`config.mk`:
```
export PLATFORM = sky130hd
export DESIGN_NAME = coin_slot_countdown_timer_bank
export DESIGN_NICKNAME = d
export VERILOG_FILES = /design/src/rtl/cstb_pkg.sv /design/src/rtl/coin_slot_countdown_timer_bank.sv /design/src/rtl/cstb_slot_bank.sv
export VERILOG_INCLUDE_DIRS = /design/src /design/src/rtl
export SDC_FILE = /design/constraint.sdc
export NUM_CORES = 1
export LEC_CHECK = 0
export BUFFER_PORTS_ARGS = -buffer_cell sky130_fd_sc_hd__buf_2
export CORE_MARGIN = 2
export CORE_UTILIZATION = 40
export DETAILED_ROUTE_END_ITERATION = 6
export PLACE_DENSITY = 0.6
export SLEW_MARGIN = 20
export SYNTH_ARGS = -nofsm -noshare
export SYNTH_HDL_FRONTEND = slang
export SYNTH_SLANG_ARGS = --single-unit
```
`constraint.sdc`:
```
create_clock -name clk -period 8.49 [get_ports clk]
set_input_delay 1.2735 -clock clk [delete_from_list [all_inputs] [get_ports clk]]
set_output_delay 1.2735 -clock clk [all_outputs]
set_load 0.005 [all_outputs]
```
`src/rtl/assert_macros.svh`:
```
// Assertion helpers used by the RTL.
`ifndef ASSERT_MACROS_SVH
`define ASSERT_MACROS_SVH

// Clocked on clk, inactive while rst is high.
`define ASSERT_CLK(lbl, prop, msg) \
  lbl: assert property (@(posedge clk) disable iff (rst) (prop)) else $error(msg);

// Condition must never hold at a clock edge outside reset.
`define ASSERT_NEVER(lbl, cond, msg) \
  lbl: assert property (@(posedge clk) disable iff (rst) !(cond)) else $error(msg);

`endif

```
`src/rtl/cstb_pkg.sv`:
```
package cstb_pkg;

  localparam int NUM_SLOTS    = 7;
  localparam int COUNT_WIDTH  = 16;
  localparam int SLOT_IDX_W   = 3;
  localparam int LED_W        = 7;
  localparam int DEB_W        = 8;
  localparam int ON_TIME_W    = 16;
  localparam int CFG_INDEX_W  = 2;
  localparam int CFG_DATA_W   = 16;
  localparam int IN_TDATA_W   = 8;
  localparam int OUT_TDATA_W  = 16;
  localparam int LED_SLOTS    = (NUM_SLOTS < LED_W) ? NUM_SLOTS : LED_W;

  localparam logic [SLOT_IDX_W-1:0] NO_SLOT = '1;

  localparam logic [ON_TIME_W-1:0] ON_TIME_RST  = 16'hFFFF;
  localparam logic [DEB_W-1:0]     DEB_RELOAD_RST = 8'hFF;

  localparam logic [CFG_INDEX_W-1:0] REG_ON_TIME    = 2'd0;
  localparam logic [CFG_INDEX_W-1:0] REG_DEB_RELOAD = 2'd1;

  localparam logic [0:0] CMD_TICK = 1'b0;
  localparam logic [0:0] CMD_COIN = 1'b1;

  typedef struct packed {
    logic                   tick;
    logic                   start;
    logic [COUNT_WIDTH-1:0] load_value;
  } bank_cmd_t;

  typedef struct packed {
    logic [NUM_SLOTS-1:0]  busy;
    logic                  free_found;
    logic [SLOT_IDX_W-1:0] free_idx;
  } bank_stat_t;

  // Power-up demo time of a slot: 0x100 plus 0x20 per slot, capped at 0x1B0.
  function automatic logic [COUNT_WIDTH-1:0] demo_time(input int unsigned idx);
    logic [31:0] t;
    t = (idx >= 6) ? 32'h1B0 : (32'h100 + 32'h20 * idx);
    return t[COUNT_WIDTH-1:0];
  endfunction

endpackage

```
`src/rtl/coin_slot_countdown_timer_bank.sv`:
```
// Coin slot countdown bank: seven countdown slots driving active-low LEDs. An
// input transfer (s_tuser = 0 tick, 1 coin event) yields exactly one result
// transfer. One item is taken every clock cycle while the output is not
// stalled; each passes an input register and then a result register. The
// throughput is set by the single stage that updates all slot counters, the
// debounce count and the LED state together with the pick of the highest idle
// slot. Registers: index 0 on_time (16 bits), index 1 debounce_reload (8 bits,
// cfg_data[7:0]); other indexes are ignored. Write them only while the block is
// idle.
`include "assert_macros.svh"

module coin_slot_countdown_timer_bank
  import cstb_pkg::*;
(
  input  logic                   clk,
  input  logic                   rst,
  input  logic                   s_tvalid,
  output logic                   s_tready,
  input  logic [IN_TDATA_W-1:0]  s_tdata,   // [0] pin_level, rest zero
  input  logic                   s_tuser,   // [0] cmd
  output logic                   m_tvalid,
  input  logic                   m_tready,
  output logic [OUT_TDATA_W-1:0] m_tdata,   // [6:0] led_drive, [7] all_idle,
                                            // [8] coin_taken, [11:9] slot_started
  input  logic                   cfg_valid,
  output logic                   cfg_ready,
  input  logic [CFG_INDEX_W-1:0] cfg_index,
  input  logic [CFG_DATA_W-1:0]  cfg_data
);

  logic [ON_TIME_W-1:0] on_time;
  logic [DEB_W-1:0]     debounce_reload;
  logic [DEB_W-1:0]     debounce_count;
  logic [LED_W-1:0]     led_state;
  logic [LED_W-1:0]     led_next;

  logic in_valid;
  logic in_cmd;
  logic in_pin;

  logic out_free;
  logic fire;
  logic tick;
  logic taken;

  logic [OUT_TDATA_W-1:0] m_tdata_next;
  logic                   out_idle;
  logic                   out_taken;
  logic [SLOT_IDX_W-1:0]  out_slot;

  bank_cmd_t  bank_cmd;
  bank_stat_t bank_stat;

  assign cfg_ready = 1'b1;
  assign out_free  = !m_tvalid || m_tready;
  assign fire      = in_valid && out_free;
  assign s_tready  = !in_valid || out_free;

  assign tick  = fire && (in_cmd == CMD_TICK);
  assign taken = fire && (in_cmd == CMD_COIN) && (debounce_count == '0) && !in_pin;

  assign bank_cmd.tick       = tick;
  assign bank_cmd.start      = taken;
  assign bank_cmd.load_value = COUNT_WIDTH'(on_time);

  cstb_slot_bank u_bank (
    .clk  (clk),
    .rst  (rst),
    .cmd  (bank_cmd),
    .stat (bank_stat)
  );

  always_comb begin
    led_next = led_state;
    for (int i = 0; i < LED_SLOTS; i++) begin
      led_next[i] = !bank_stat.busy[i];
    end
  end

  always_comb begin
    m_tdata_next = '0;
    m_tdata_next[LED_W-1:0] = tick ? led_next : led_state;
    m_tdata_next[LED_W]     = tick && (bank_stat.busy == '0);
    m_tdata_next[LED_W+1]   = taken;
    m_tdata_next[LED_W+2 +: SLOT_IDX_W] = (taken && bank_stat.free_found) ?
                                          bank_stat.free_idx : NO_SLOT;
  end

  always_ff @(posedge clk) begin
    if (rst) begin
      on_time         <= ON_TIME_RST;
      debounce_reload <= DEB_RELOAD_RST;
    end else if (cfg_valid && cfg_ready) begin
      unique case (cfg_index)
        REG_ON_TIME:    on_time         <= cfg_data[ON_TIME_W-1:0];
        REG_DEB_RELOAD: debounce_reload <= cfg_data[DEB_W-1:0];
        default: ;
      endcase
    end
  end

  always_ff @(posedge clk) begin
    if (rst) begin
      in_valid <= 1'b0;
    end else if (s_tvalid && s_tready) begin
      in_valid <= 1'b1;
    end else if (fire) begin
      in_valid <= 1'b0;
    end
  end

  always_ff @(posedge clk) begin
    if (s_tvalid && s_tready) begin
      in_cmd <= s_tuser;
      in_pin <= s_tdata[0];
    end
  end

  always_ff @(posedge clk) begin
    if (rst) begin
      debounce_count <= '0;
      led_state      <= '0;
    end else if (tick) begin
      led_state <= led_next;
      if (debounce_count != '0) begin
        debounce_count <= debounce_count - DEB_W'(1);
      end
    end else if (taken) begin
      debounce_count <= debounce_reload;
    end
  end

  always_ff @(posedge clk) begin
    if (rst) begin
      m_tvalid <= 1'b0;
    end else if (fire) begin
      m_tvalid <= 1'b1;
    end else if (m_tready) begin
      m_tvalid <= 1'b0;
    end
  end

  always_ff @(posedge clk) begin
    if (fire) begin
      m_tdata <= m_tdata_next;
    end
  end

  assign out_idle  = m_tdata[LED_W];
  assign out_taken = m_tdata[LED_W+1];
  assign out_slot  = m_tdata[LED_W+2 +: SLOT_IDX_W];

  `ASSERT_NEVER(a_idle_not_taken, m_tvalid && out_idle && out_taken, "all_idle with coin_taken")
  `ASSERT_CLK(a_start_needs_coin, (m_tvalid && out_slot != NO_SLOT) |-> out_taken, "slot started without coin")
  `ASSERT_CLK(a_debounce_reload, taken |=> debounce_count == $past(debounce_reload), "debounce not reloaded")

endmodule

```
`src/rtl/cstb_slot_bank.sv`:
```
module cstb_slot_bank
  import cstb_pkg::*;
(
  input  logic       clk,
  input  logic       rst,
  input  bank_cmd_t  cmd,
  output bank_stat_t stat
);

  logic [COUNT_WIDTH-1:0] slot_remaining [NUM_SLOTS];

  always_comb begin
    stat = '0;
    for (int i = 0; i < NUM_SLOTS; i++) begin
      stat.busy[i] = (slot_remaining[i] != '0);
      if (slot_remaining[i] == '0) begin
        stat.free_found = 1'b1;
        stat.free_idx   = SLOT_IDX_W'(i);
      end
    end
  end

  always_ff @(posedge clk) begin
    if (rst) begin
      for (int i = 0; i < NUM_SLOTS; i++) begin
        slot_remaining[i] <= demo_time(i);
      end
    end else begin
      for (int i = 0; i < NUM_SLOTS; i++) begin
        if (cmd.tick && stat.busy[i]) begin
          slot_remaining[i] <= slot_remaining[i] - COUNT_WIDTH'(1);
        end else if (cmd.start && stat.free_found && stat.free_idx == SLOT_IDX_W'(i)) begin
          slot_remaining[i] <= cmd.load_value;
        end
      end
    end
  end

endmodule
```
# ---- After elaboration in Yosys (flattened, before gate mapping)
# Memory sizes are Yosys's and may differ from the RTL's.
# Cells that the tools add are included.
dict set report op_classes {
  add_sub_neg 8
  n_eq_ne 8
  n_mux 80
  bitwise_logic 15
  reduce_logical 59
}
# cell n
set ops {}
lappend ops {{16-bit two-way mux} 14}
lappend ops {{16-bit zero test} 7}
lappend ops {{16-bit nonzero test} 7}
lappend ops {{16-bit by 1-bit subtractor with 16-bit output, second input constant} 7}
lappend ops {{1-bit two-way mux} 55}
lappend ops {{4-bit two-way mux} 7}
lappend ops {{8-bit two-way mux} 3}
lappend ops {{1-bit logical AND} 22}
lappend ops {{1-bit OR} 14}
lappend ops {{1-bit zero test} 10}
lappend ops {{3-bit equality test, second input constant} 3}
lappend ops {{8-bit zero test} 1}
lappend ops {{8-bit nonzero test} 1}
lappend ops {{8-bit by 1-bit subtractor with 8-bit output, second input constant} 1}
lappend ops {{7-bit zero test} 1}
lappend ops {{7-bit two-way mux} 1}
lappend ops {{3-bit by 2-bit equality test with 1-bit output, second input constant} 2}
lappend ops {{2-bit AND reduction} 3}
lappend ops {{2-bit nonzero test} 3}
lappend ops {{3-bit by 1-bit equality test with 1-bit output, second input constant} 1}
lappend ops {{3-bit zero test} 1}
lappend ops {{2-bit by 1-bit equality test with 1-bit output, second input constant} 1}
lappend ops {{2-bit zero test} 1}
lappend ops {{1-bit logical OR} 2}
lappend ops {{other kinds (2)} 2}
dict set report totals {
  ff_bits 55
  mem_bits_rw 112
  inputBits 32
  elab_cells 181
  memories 1
}
# memory words width rd rd_clocked_by_memory_dff wr line
set memory_table {}
lappend memory_table {u_bank.slot_remaining 7 16 7 0 7 cstb_slot_bank.sv:10} ;# logic [COUNT_WIDTH-1:0] slot_remaining [NUM_SLOTS];

# ---- Depth between registers and ports, before layout
# Gate-level depths: netlist of the first run.
# An unclocked memory read counts as a cell.
dict set report depth {
  word_depth 16
  depth_mapped 10
  depth_no_buf 8
}

# ---- Hierarchy
# A second synthesis of the first run with hierarchy kept.
dict set report unflattened {
  hier_cells 846
  area_unflattened_um2 8903.5
}
# module instances cells_per_inst area_each_um2
set modules_own_cells {}
lappend modules_own_cells {cstb_slot_bank 1 616 6616.3}
lappend modules_own_cells {coin_slot_countdown_timer_bank 1 230 2287.2}

# ---- Worst setup path before layout of the first run
# No wires, ideal clock.
dict set report synth_path {
  path_type {input to register}
  from {input m_tready}
  to {memory u_bank.slot_remaining[1][0], in the netlist u_bank.slot_remaining[0][16] (enable)}
  t_arrival_ps 3094
  slack_ps 4985
  stages 6
  cell_sequence {nand2b_1 and3_1 nand4_1 nor2_1 nand3_1 o21ai_0}
}
# element line
set synth_rtl {}
lappend synth_rtl {{start, declared} coin_slot_countdown_timer_bank.sv:22} ;# input logic m_tready,
lappend synth_rtl {{end, declared} cstb_slot_bank.sv:10}

==> metrics.md, run 1 <==
| Metric | Value |
|---|---|
| Outcome | `completed` |
| CTS Buf Count | `17` |
| Hold WC Path Type | `register to register` |
| All-Layer GR Usage | `0.196` |
| Worst rel slew slack | `0.289` |
| Clk_lat worst skew | `440 ps` |
| CP endpoint kind | `register` |
| Register Area | `4600 µm²` |
| List of most frequent post-synthesis cells | `nand2_1 (133), edfxtp_1 (126), nor2_1 (73), o21ai_0 (68), xnor2_1 (50)` |
| DIE AREA | `24000 µm²` |
| Ranking of synthesized cells by area | `edfxtp_1 (42%), dfxtp_1 (9.0%), nand2_1 (5.5%)` |
| I/O pin total | `51` |
| Multi-input gate area | `4230 µm²` |
| Max Fanout on Critical Path | `39` |
| First-pass GRT wire length | `36000 µm` |
| Sequential area share after synthesis | `0.505` |
| Pre-antenna DRT Iters | `5` |
| Setup bufs post-CTS | `0` |
| Nets@finish | `983` |
| CTS root buf | `clkbuf_16` |
| Antenna fix cells | `0` |
| Post-CTS sizing | `0` |
| Total negative setup slack | `0 ps` |
| Mapped Cells | `918` |
| Final setup fails | `0` |
| Largest area contributor in the netlist | `edfxtp_1` |
| Core Rows | `55` |
| Hold Vio Cnt, Final | `0` |
| Synth top area share | `0.415` |
| Max VDD drop | `0.0881 mV` |
| IO Port Bufs | `38` |
| WS Path Type | `input port to register` |
| Clock transition at path regs | `70 ps` |
| Fill cells | `2144` |
| Final Wtd Congestion | `0.805` |
| Antenna viol nets, final | `0` |
| Pre-CTS setup slack | `4150 ps` |
| # Max-Cap Violations | `0` |
| Count leader, synth | `nand2_1` |
| Slew Limit Fails | `0` |
| Post-synthesis cell area | `9110 µm²` |
| Maximum clock rate | `253 MHz` |
| Total gr overflow | `0` |
| Post-DP HPWL | `15100 µm` |
| Tightest Pin Transition | `1070 ps` |
| Initial antenna violation count | `0` |
| Largest net degree at the start of global routing | `40` |
| Hold_ws | `462 ps` |
| Area grow syn2layout | `11.1%` |
| Worst reg-to-reg path cell count | `8` |
| Count of flip-flops with a built-in enable after synthesis | `126` |
| Die X | `155 µm` |
| WHS Path Cells | `2` |
| Final worst slack | `4540 ps` |
| Most used DFF post-synth | `edfxtp_1` |
| Worst Skew | `13.0 ps` |
| Finished Cell Area | `10100 µm²` |
| DRT Wirelength | `22900 µm` |
| Avg WL per Cell | `18.5 µm` |
| Core ar. | `22500 µm²` |
| Share of cells above drive strength 1 | `0.113` |
| Longest Clk Path Bufs | `2` |
| Leak | `3.45 nW` |
| Critical Path AT | `4010 ps` |
| Vias per cell | `5.56` |
| Cell Area, Placed | `9520 µm²` |
| CTS tree | `built` |
| Syn Area/Cell | `9.93 µm²` |
| Vias in the first global route | `6531` |
| Number of synthesized register bits | `167` |
| Period utilization | `0.465` |
| CP required | `8560 ps` |
| CTS sink cnt | `167` |
| FFs w/ async S/R, synth | `0` |
| Max H-tree Level | `4` |
| Starting density of the core | `0.405` |
| RSZ-0062 raised after global routing | `false` |
| Hold bufs inserted after CTS | `0` |
| Unique cell type count in the Yosys netlist | `67` |
| Vias | `6890` |
| Reg2reg setup slack | `4630 ps` |
| Synth Warn # | `0` |
| Min Tclk post-route | `3950 ps` |
| DRC Markers | `0` |
| CP startpoint kind | `input port` |
| Chip Height | `155 µm` |
| PD cells | `187 nW/µm²` |
| Iteration-0 DRC count of the detailed router | `498` |
metal layers:
metal,share of wire,vias up,global-route usage
met5,0,-,0
met4,0.012,0,0.0498
met3,0.046,24,0.0376
met2,0.47,156,0.313
met1,0.48,3336,0.275
li1,-,3374,-
state kept, by name (all words and copies together), names as in the netlist, 7 cells and up:
name,flops
on_time,16
m_tdata,12
u_bank.slot_remaining,112
debounce_count,8
led_state,7
debounce_reload,8
report_power, final:
group | internal [W] | switching (W) | total, W
clock | 0.000432 | 0.000341 | 0.000773
sequential | 0.000920 | 0.0000474 | 0.000968
combinational | 0.0000618 | 0.0000912 | 0.000153
worst max-delay path: stages:
cell and delay (ps):
buf_2 340, inv_1 160, buf_4 420, nand2_1 230, nor2_1 280, and3_1 650
a211o_1 630
placed cells by master, fill, tap and decap left out, drive strengths merged, types with 15 or more instances in the layout:
| cell | count |
|---|---|
| nand2 | 138 |
| edfxtp | 126 |
| nor2 | 75 |
| o21ai | 72 |
| xnor2 | 50 |
| buf | 45 |
| dfxtp | 41 |
| nor3 | 41 |
| xor2 | 35 |
| inv | 35 |
| nor4 | 25 |
| clkbuf | 23 |
| o22ai | 23 |
| nand3 | 20 |
| a21oi | 20 |
| or3 | 15 |
| a22o | 15 |
| or4 | 15 |
final timing paths:
| path | start | to |
|---|---|---|
| max reg2reg | u_bank.slot_remaining[0][0] | u_bank.slot_remaining[0][9] |
| max | rst | u_bank.slot_remaining[1][8] |
| min | led_state[6] | led_state[6] |
| min reg2reg | led_state[6] | led_state[6] |
layout make-up:
cell class	count	share of cell area
Clock buffer	23	0.0504
Clock inverter	9	0.00742
Inverter	28	0.0104
Multi-Input combinational cell	682	0.418
Sequential cell	167	0.455
Tap cell	285	0.0352
Timing Repair Buffer	45	0.0240
logic make-up after synthesis:
family / Yosys count / synth area share
other: 2 / 0.000824
flip-flops: 167 / 0.505
multiplexers: 14 / 0.0154
adder cells (fa/ha/maj): 10 / 0.0137
AND/OR/NAND/NOR: 393 / 0.222
XOR/XNOR: 85 / 0.0817
AO/OA/AOI/OAI: 175 / 0.127
buffers and inverters: 72 / 0.0341
per-stage QoR:
step,cells,utilization,power (W)
2_1_floorplan,921,-,0.00108
3_3_place_gp,1207,0.423,0.00113
3_5_place_dp,1207,0.423,0.00114
4_1_cts,1239,0.449,0.00190
5_1_grt,1239,0.450,0.00196
6_report,1239,0.450,0.00189
Power figures use the tool's default switching activity.
==> run 2, diff against run 1 <==
--- a/config.mk
+++ b/config.mk
@@ -10,7 +10,7 @@
 export CORE_MARGIN = 2
 export CORE_UTILIZATION = 40
 export DETAILED_ROUTE_END_ITERATION = 6
-export PLACE_DENSITY = 0.6
+export PLACE_DENSITY = 0.62
 export SLEW_MARGIN = 20
 export SYNTH_ARGS = -nofsm -noshare
 export SYNTH_HDL_FRONTEND = slang
==> constraint.sdc (replaced) <==
create_clock -name clk -period 3.27 [get_ports clk]
set_input_delay 0.4905 -clock clk [delete_from_list [all_inputs] [get_ports clk]]
set_output_delay 0.4905 -clock clk [all_outputs]
set_load 0.005 [all_outputs]
==> run 2 against run 1 <==
Sequential share of layout area is 0.65 points lower. Die area stayed put. Clock-buffer cell count is 1 lower.
==> metrics.md, run 2 (synthesized netlist as in run 1, its figures left out) <==
| Metric | Value |
|---|---|
| Total gr overflow | `0 (unchanged)` |
| Most frequent cells in the layout | `nand2_1 (133), edfxtp_1 (126), nor2_1 (73)` |
| Hold_ws | `229 ps (-233 ps)` |
| PD cells | `483 nW/µm² (+160%)` |
| Tightest Pin Transition | `879 ps (-188 ps)` |
| Clock transition at path regs | `70 ps (about the same)` |
| First-pass GRT wire length | `36700 µm (+1.7%)` |
| Leak | `3.55 nW (+2.9%)` |
| Antenna viol nets, final | `0 (unchanged)` |
| WS Path Type | `register to register` |
| Post-CTS sizing | `0 (unchanged)` |
| Chip Height | `155 µm (unchanged)` |
| Avg WL per Cell | `18.3 µm (-0.97%)` |
| Antenna fix cells | `0 (unchanged)` |
| Post-DP HPWL | `15500 µm (+2.3%)` |
| Number of flip-flops in the largest register | `112 (unchanged)` |
| Slew Limit Fails | `0 (unchanged)` |
| Vias | `7012 (+1.8%)` |
| Pre-antenna DRT Iters | `7 (+2)` |
| Final Wtd Congestion | `0.865 (+7.5%)` |
| I/O pin total | `51 (unchanged)` |
| CTS tree | `built` |
| Hold WC Path Type | `input port to register` |
| Total negative setup slack | `0 ps (unchanged)` |
| Biggest regs | `u_bank.slot_remaining: 112 flops, on_time: 16 flops, m_tdata: 12 flops` |
| CP endpoint kind | `register` |
| Clk_lat worst skew | `430 ps (about the same)` |
| Critical Path AT | `3050 ps (-960 ps)` |
| Slowest stage delay, CP | `590 ps (-60 ps)` |
| RSZ-0062 raised after global routing | `false` |
| IO Port Bufs | `38 (unchanged)` |
| # Max-Cap Violations | `0 (unchanged)` |
| Min Tclk post-route | `2990 ps` |
| Initial antenna violation count | `0 (unchanged)` |
| Core ar. | `22500 µm² (unchanged)` |
| DIE AREA | `24000 µm² (unchanged)` |
| CTS sink cnt | `167 (unchanged)` |
| Setup bufs post-CTS | `0 (unchanged)` |
| Area grow syn2layout | `12.7%` |
| Outcome | `completed` |
| Worst rel slew slack | `0.412 (+0.123)` |
| Worst r2r src | `u_bank.slot_remaining[2][0]` |
| Maximum clock rate | `335 MHz` |
| Register Area | `4600 µm² (unchanged)` |
| Reg with most FFs | `u_bank.slot_remaining` |
| Starting density of the core | `0.405 (unchanged)` |
| Fill cells | `2103 (-1.9%)` |
| Commonest non-fill, non-tap cell in the layout | `nand2_1` |
| CP startpoint kind | `register` |
| Pre-CTS setup slack | `329 ps (-3820 ps)` |
| Fin util | `0.456 (+0.00651)` |
| Critical Path Source | `u_bank.slot_remaining[2][0]` |
| Cell family with most CP delay | `simple AND/OR/NAND/NOR gates` |
| All-Layer GR Usage | `0.198 (+0.00221)` |
| DRT Wirelength | `23000 µm (+0.63%)` |
| Iteration-0 DRC count of the detailed router | `657 (+32%)` |
| Largest net degree at the start of global routing | `37 (-7.5%)` |
| CP required | `3330 ps (-5230 ps)` |
| Nets@finish | `1003 (+2.0%)` |
| DRC Markers | `0 (unchanged)` |
| Share of cells above drive strength 1 | `0.132 (+0.0192)` |
| Final setup fails | `0 (unchanged)` |
| Final worst slack | `284 ps (-4260 ps)` |
| CP max stage cell | `a211o_1` |
| CTS root buf | `clkbuf_16` |
| Die X | `155 µm (unchanged)` |
| Vias per cell | `5.57 (+0.15%)` |
| Period utilization | `0.913` |
| Crit-path cells | `inv_1 -> ha_1 -> nor3b_1 -> nand4_1 -> or3_1 -> nor3_4 -> a211o_1` |
| Vias in the first global route | `6787 (+3.9%)` |
| Hold Vio Cnt, Final | `0 (unchanged)` |
| Longest Clk Path Bufs | `2 (unchanged)` |
| Hold bufs inserted after CTS | `0 (unchanged)` |
| Max VDD drop | `0.368 mV (+320%)` |
| CTS Buf Count | `17 (unchanged)` |
| Max Fanout on Critical Path | `16 (-59%)` |
| Multi-input gate area | `4210 µm² (-0.30%)` |
| Max H-tree Level | `4 (unchanged)` |
| CP bufs+invs | `1 (-2)` |
| HP Start | `s_tuser` |
| Worst Skew | `10.2 ps (-2.78 ps)` |
| Core Rows | `55 (unchanged)` |
==> run 2: stage by stage <==
stage | power (W) | instances | area (µm²)
floorplan | 0.00282 | 921 | 9120
detailed placement | 0.00296 | 1227 | 9670
global route | 0.00514 | 1259 | 10300
finish | 0.00496 | 1259 | 10300
CTS | 0.00498 | 1259 | 10300
global placement | 0.00295 | 1227 | 9670
==> run 2: area by class of cell <==
class                      instances  share of cell area
clock buffer                      22              0.0508
sequential                       167               0.449
timing repair buffer              65              0.0383
clock inverter                    10             0.00707
inverter                          28              0.0102
multi-input combinational        682               0.410
tap                              285              0.0347
==> run 2: power by group <==
| group | internal, W | switching (W) |
|---|---|---|
| Sequential | 0.00239 | 0.000125 |
| Combinational | 0.000169 | 0.000239 |
| Clock | 0.00115 | 0.000892 |
==> run 2: final timing paths <==
path / endpoint / slack [ps] / cells after the start
min reg2reg: led_state[6] / 460 / 2
max: u_bank.slot_remaining[2][2] / 280 / 7
max reg2reg: u_bank.slot_remaining[2][2] / 280 / 7
min: in_cmd / 230 / 1
==> run 2: per-layer routing <==
| metal | global-route usage | share of wire | vias to the layer above |
|---|---|---|---|
| met3 | 0.0298 | 0.060 | 37 |
| met5 | 0 | 0 | - |
| met1 | 0.287 | 0.46 | 3361 |
| li1 | - | - | 3419 |
| met2 | 0.303 | 0.45 | 195 |
| met4 | 0.0710 | 0.024 | 0 |
==> run 2: worst register-to-register path, cell delays in order (launching register included) <==
cell and delay [ps]:
edfxtp_1 430, inv_1 80, ha_1 170, nor3b_1 320
nand4_1 290, or3_1 510, nor3_4 220, a211o_1 590
==> run 3, diff against run 2 <==
--- a/config.mk
+++ b/config.mk
@@ -8,9 +8,9 @@
 export LEC_CHECK = 0
 export BUFFER_PORTS_ARGS = -buffer_cell sky130_fd_sc_hd__buf_2
 export CORE_MARGIN = 2
-export CORE_UTILIZATION = 40
+export CORE_UTILIZATION = 55
 export DETAILED_ROUTE_END_ITERATION = 6
-export PLACE_DENSITY = 0.62
+export PLACE_DENSITY = 0.8
 export SLEW_MARGIN = 20
 export SYNTH_ARGS = -nofsm -noshare
 export SYNTH_HDL_FRONTEND = slang
==> run 3 against run 2 <==
Setup slack got worse by 200 ps. Wire length is 2.6% lower. Clock power shrank 8%. Non-clock buffer count is 3 higher. Die area fell by 27%. Global-route usage grew 6.3 points. Highest routed layer unchanged. Maximum frequency decreased by 6.3%.
==> metrics.md, run 3 (synthesized netlist as in run 1, its figures left out) <==
| Metric | Value |
|---|---|
| Outcome | `completed` |
| Slowest stage delay, CP | `620 ps (+30 ps)` |
| Pre-antenna DRT Iters | `6 (-1)` |
| DRC Markers | `0 (unchanged)` |
| Switching share of total power | `0.250 (-0.00262)` |
| Final Wtd Congestion | `0.870 (+0.54%)` |
| CTS tree | `built` |
| WHS Path Cells | `1 (unchanged)` |
| Final setup fails | `0 (unchanged)` |
| Biggest regs | `u_bank.slot_remaining: 112 flops, on_time: 16 flops, m_tdata: 12 flops` |
| Clk pwr share | `0.390 (-0.022)` |
| Worst r2r src | `u_bank.slot_remaining[1][0]` |
| Max H-tree Level | `4 (unchanged)` |
| Worst rel slew slack | `0.422 (+0.0106)` |
| Critical Path AT | `3260 ps (+210 ps)` |
| Hold_ws | `231 ps (+2.04 ps)` |
| CP startpoint kind | `register` |
| CP required | `3340 ps (about the same)` |
| Reg power frac | `0.523 (+0.017)` |
| Period utilization | `0.975 (+0.0618)` |
| CP endpoint kind | `register` |
| Crit-path cells | `inv_1 -> ha_1 -> or3b_2 -> nand4b_2 -> o21ai_0 -> buf_4 -> a2111oi_4 -> and2_4 -> or3_1` |
| # Max-Cap Violations | `0 (unchanged)` |
| DIE AREA | `17600 µm² (-27%)` |
| Chip Height | `133 µm (-14%)` |
| Hold WC Path Type | `input port to register` |
| Reg-to-reg endpoint | `u_bank.slot_remaining[0][8]` |
| Commonest non-fill, non-tap cell in the layout | `nand2_1` |
| Worst reg-to-reg path cell count | `9 (+2)` |
| I/O pin total | `51 (unchanged)` |
| Largest net degree at the start of global routing | `37 (unchanged)` |
| Fin util | `0.619 (+0.163)` |
| Leak | `3.54 nW (-0.45%)` |
| Critical Path Source | `u_bank.slot_remaining[1][0]` |
| RSZ-0062 raised after global routing | `false` |
| IO Port Bufs | `38 (unchanged)` |
| Psw | `0.00120 W (-4.3%)` |
| Reg2reg setup slack | `80 ps (-200 ps)` |
| Core ar. | `16400 µm² (-27%)` |
| Number of flip-flops in the largest register | `112 (unchanged)` |
| Pre-CTS setup slack | `142 ps (-187 ps)` |
| WS Path Type | `register to register` |
| Clk_lat worst skew | `430 ps (about the same)` |
| Vias | `7238 (+3.2%)` |
| Hold Vio Cnt, Final | `0 (unchanged)` |
| Reg with most FFs | `u_bank.slot_remaining` |
| HP Start | `s_tuser` |
| Iteration-0 DRC count of the detailed router | `790 (+20%)` |
| Internal | `0.00360 W (-2.9%)` |
| Core Rows | `47 (-15%)` |
| Share of cells above drive strength 1 | `0.132 (-0.000407)` |
| Met3 WL post-DR | `1950 µm (+40%)` |
| Top Metal Used | `met4` |
| CTS Buf Count | `17 (unchanged)` |
| CP max stage cell | `or3_1` |
| Hold Path End | `in_cmd` |
| Antenna viol nets, final | `0 (unchanged)` |
| CP bufs+invs | `2 (+1)` |
| Slew Limit Fails | `0 (unchanged)` |
| Met2 wire length | `10800 µm (+3.3%)` |
| Final worst slack | `81.7 ps (-202 ps)` |
| Most frequent cells in the layout | `nand2_1 (133), edfxtp_1 (126), nor2_1 (73)` |
| Max VDD drop | `0.558 mV (+52%)` |
| Crit path depth | `9 (+2)` |
| Vias in the first global route | `7016 (+3.4%)` |
| Cell Area, Placed | `9610 µm² (-0.61%)` |
| CTS sink cnt | `167 (unchanged)` |
| Setup bufs post-CTS | `0 (unchanged)` |
| Initial antenna violation count | `0 (unchanged)` |
| Total gr overflow | `0 (unchanged)` |
| Total negative setup slack | `0 ps (unchanged)` |
| Vias per cell | `6.05 (+8.6%)` |
| Area grow syn2layout | `11.4%` |
| Tightest Pin Transition | `863 ps (-15.8 ps)` |
| Cell family with most CP delay | `simple AND/OR/NAND/NOR gates` |
| Logic pwr share | `0.086 (+0.004)` |
| Worst Skew | `14.3 ps (+4.11 ps)` |
| PD cells | `473 nW/µm² (-2.2%)` |
| First-pass GRT wire length | `35700 µm (-2.6%)` |
| Post-DP HPWL | `15000 µm (-3.1%)` |
| Die X | `133 µm (-14%)` |
| Longest Clk Path Bufs | `2 (unchanged)` |
| Post-CTS sizing | `0 (unchanged)` |
| Met1 WL | `9180 µm (-14%)` |
| All-Layer GR Usage | `0.261 (+0.0626)` |
| Max Fanout on Critical Path | `16 (unchanged)` |
| Min Tclk post-route | `3190 ps (+202 ps)` |
| Finished Cell Area | `10200 µm² (-1.1%)` |
| Clock transition at path regs | `60 ps (about the same)` |
| Nets@finish | `1006 (+0.30%)` |
| Avg WL per Cell | `18.8 µm (+2.5%)` |
| Starting density of the core | `0.555 (+0.150)` |
| Hold bufs inserted after CTS | `0 (unchanged)` |
| DRT Wirelength | `22500 µm (-2.6%)` |
| Antenna fix cells | `0 (unchanged)` |
| Maximum clock rate | `314 MHz (-6.3%)` |
| CTS root buf | `clkbuf_16` |
-- run 3: cell types whose count changed in the layout (fill, tap and decap cells not counted), sizes merged --
cell / before / now
clkinv: 2 / 4
inv: 36 / 34
buf: 65 / 68
-- run 3: per-stage QoR --
stage	power (W)	cells
2_1_floorplan	0.00282	921
3_3_place_gp	0.00294	1165
3_5_place_dp	0.00296	1165
4_1_cts	0.00480	1197
5_1_grt	0.00494	1197
6_report	0.00480	1197
-- run 3: power by group through the flow --
| stage | logic [W] | registers (W) | clock network (W) |
|---|---|---|---|
| floorplan | 0.000304 | 0.00251 | 0 |
| global placement | 0.000393 | 0.00255 | 0 |
| detailed placement | 0.000406 | 0.00255 | 0 |
| CTS | 0.000411 | 0.00251 | 0.00188 |
| global route | 0.000457 | 0.00253 | 0.00196 |
| finish | 0.000414 | 0.00251 | 0.00187 |
-- run 3: final cells by class --
class | instances | area, µm²
sequential | 167 | 4600
clock inverter | 10 | 65.1
clock buffer | 22 | 475
multi-input combinational | 682 | 4210
tap | 220 | 275
fill | 1317 | 6250
timing repair buffer | 68 | 415
inverter | 28 | 105
-- run 3: metal layers --
metal | vias up | GRT usage
met1 | 3464 | 0.338
met2 | 301 | 0.427
met4 | 0 | 0.0812
met3 | 52 | 0.0724
met5 | - | 0
li1 | 3421 | -
-- run 3: worst max path at each step --
stage	end	slack, ps
after detailed placement	u_bank.slot_remaining[0][10]	140
after floorplan	u_bank.slot_remaining[0][16]	270
final	u_bank.slot_remaining[0][8]	80
after global placement	u_bank.slot_remaining[0][0]	200
after global routing	u_bank.slot_remaining[0][10]	0.4
after CTS	u_bank.slot_remaining[0][11]	120
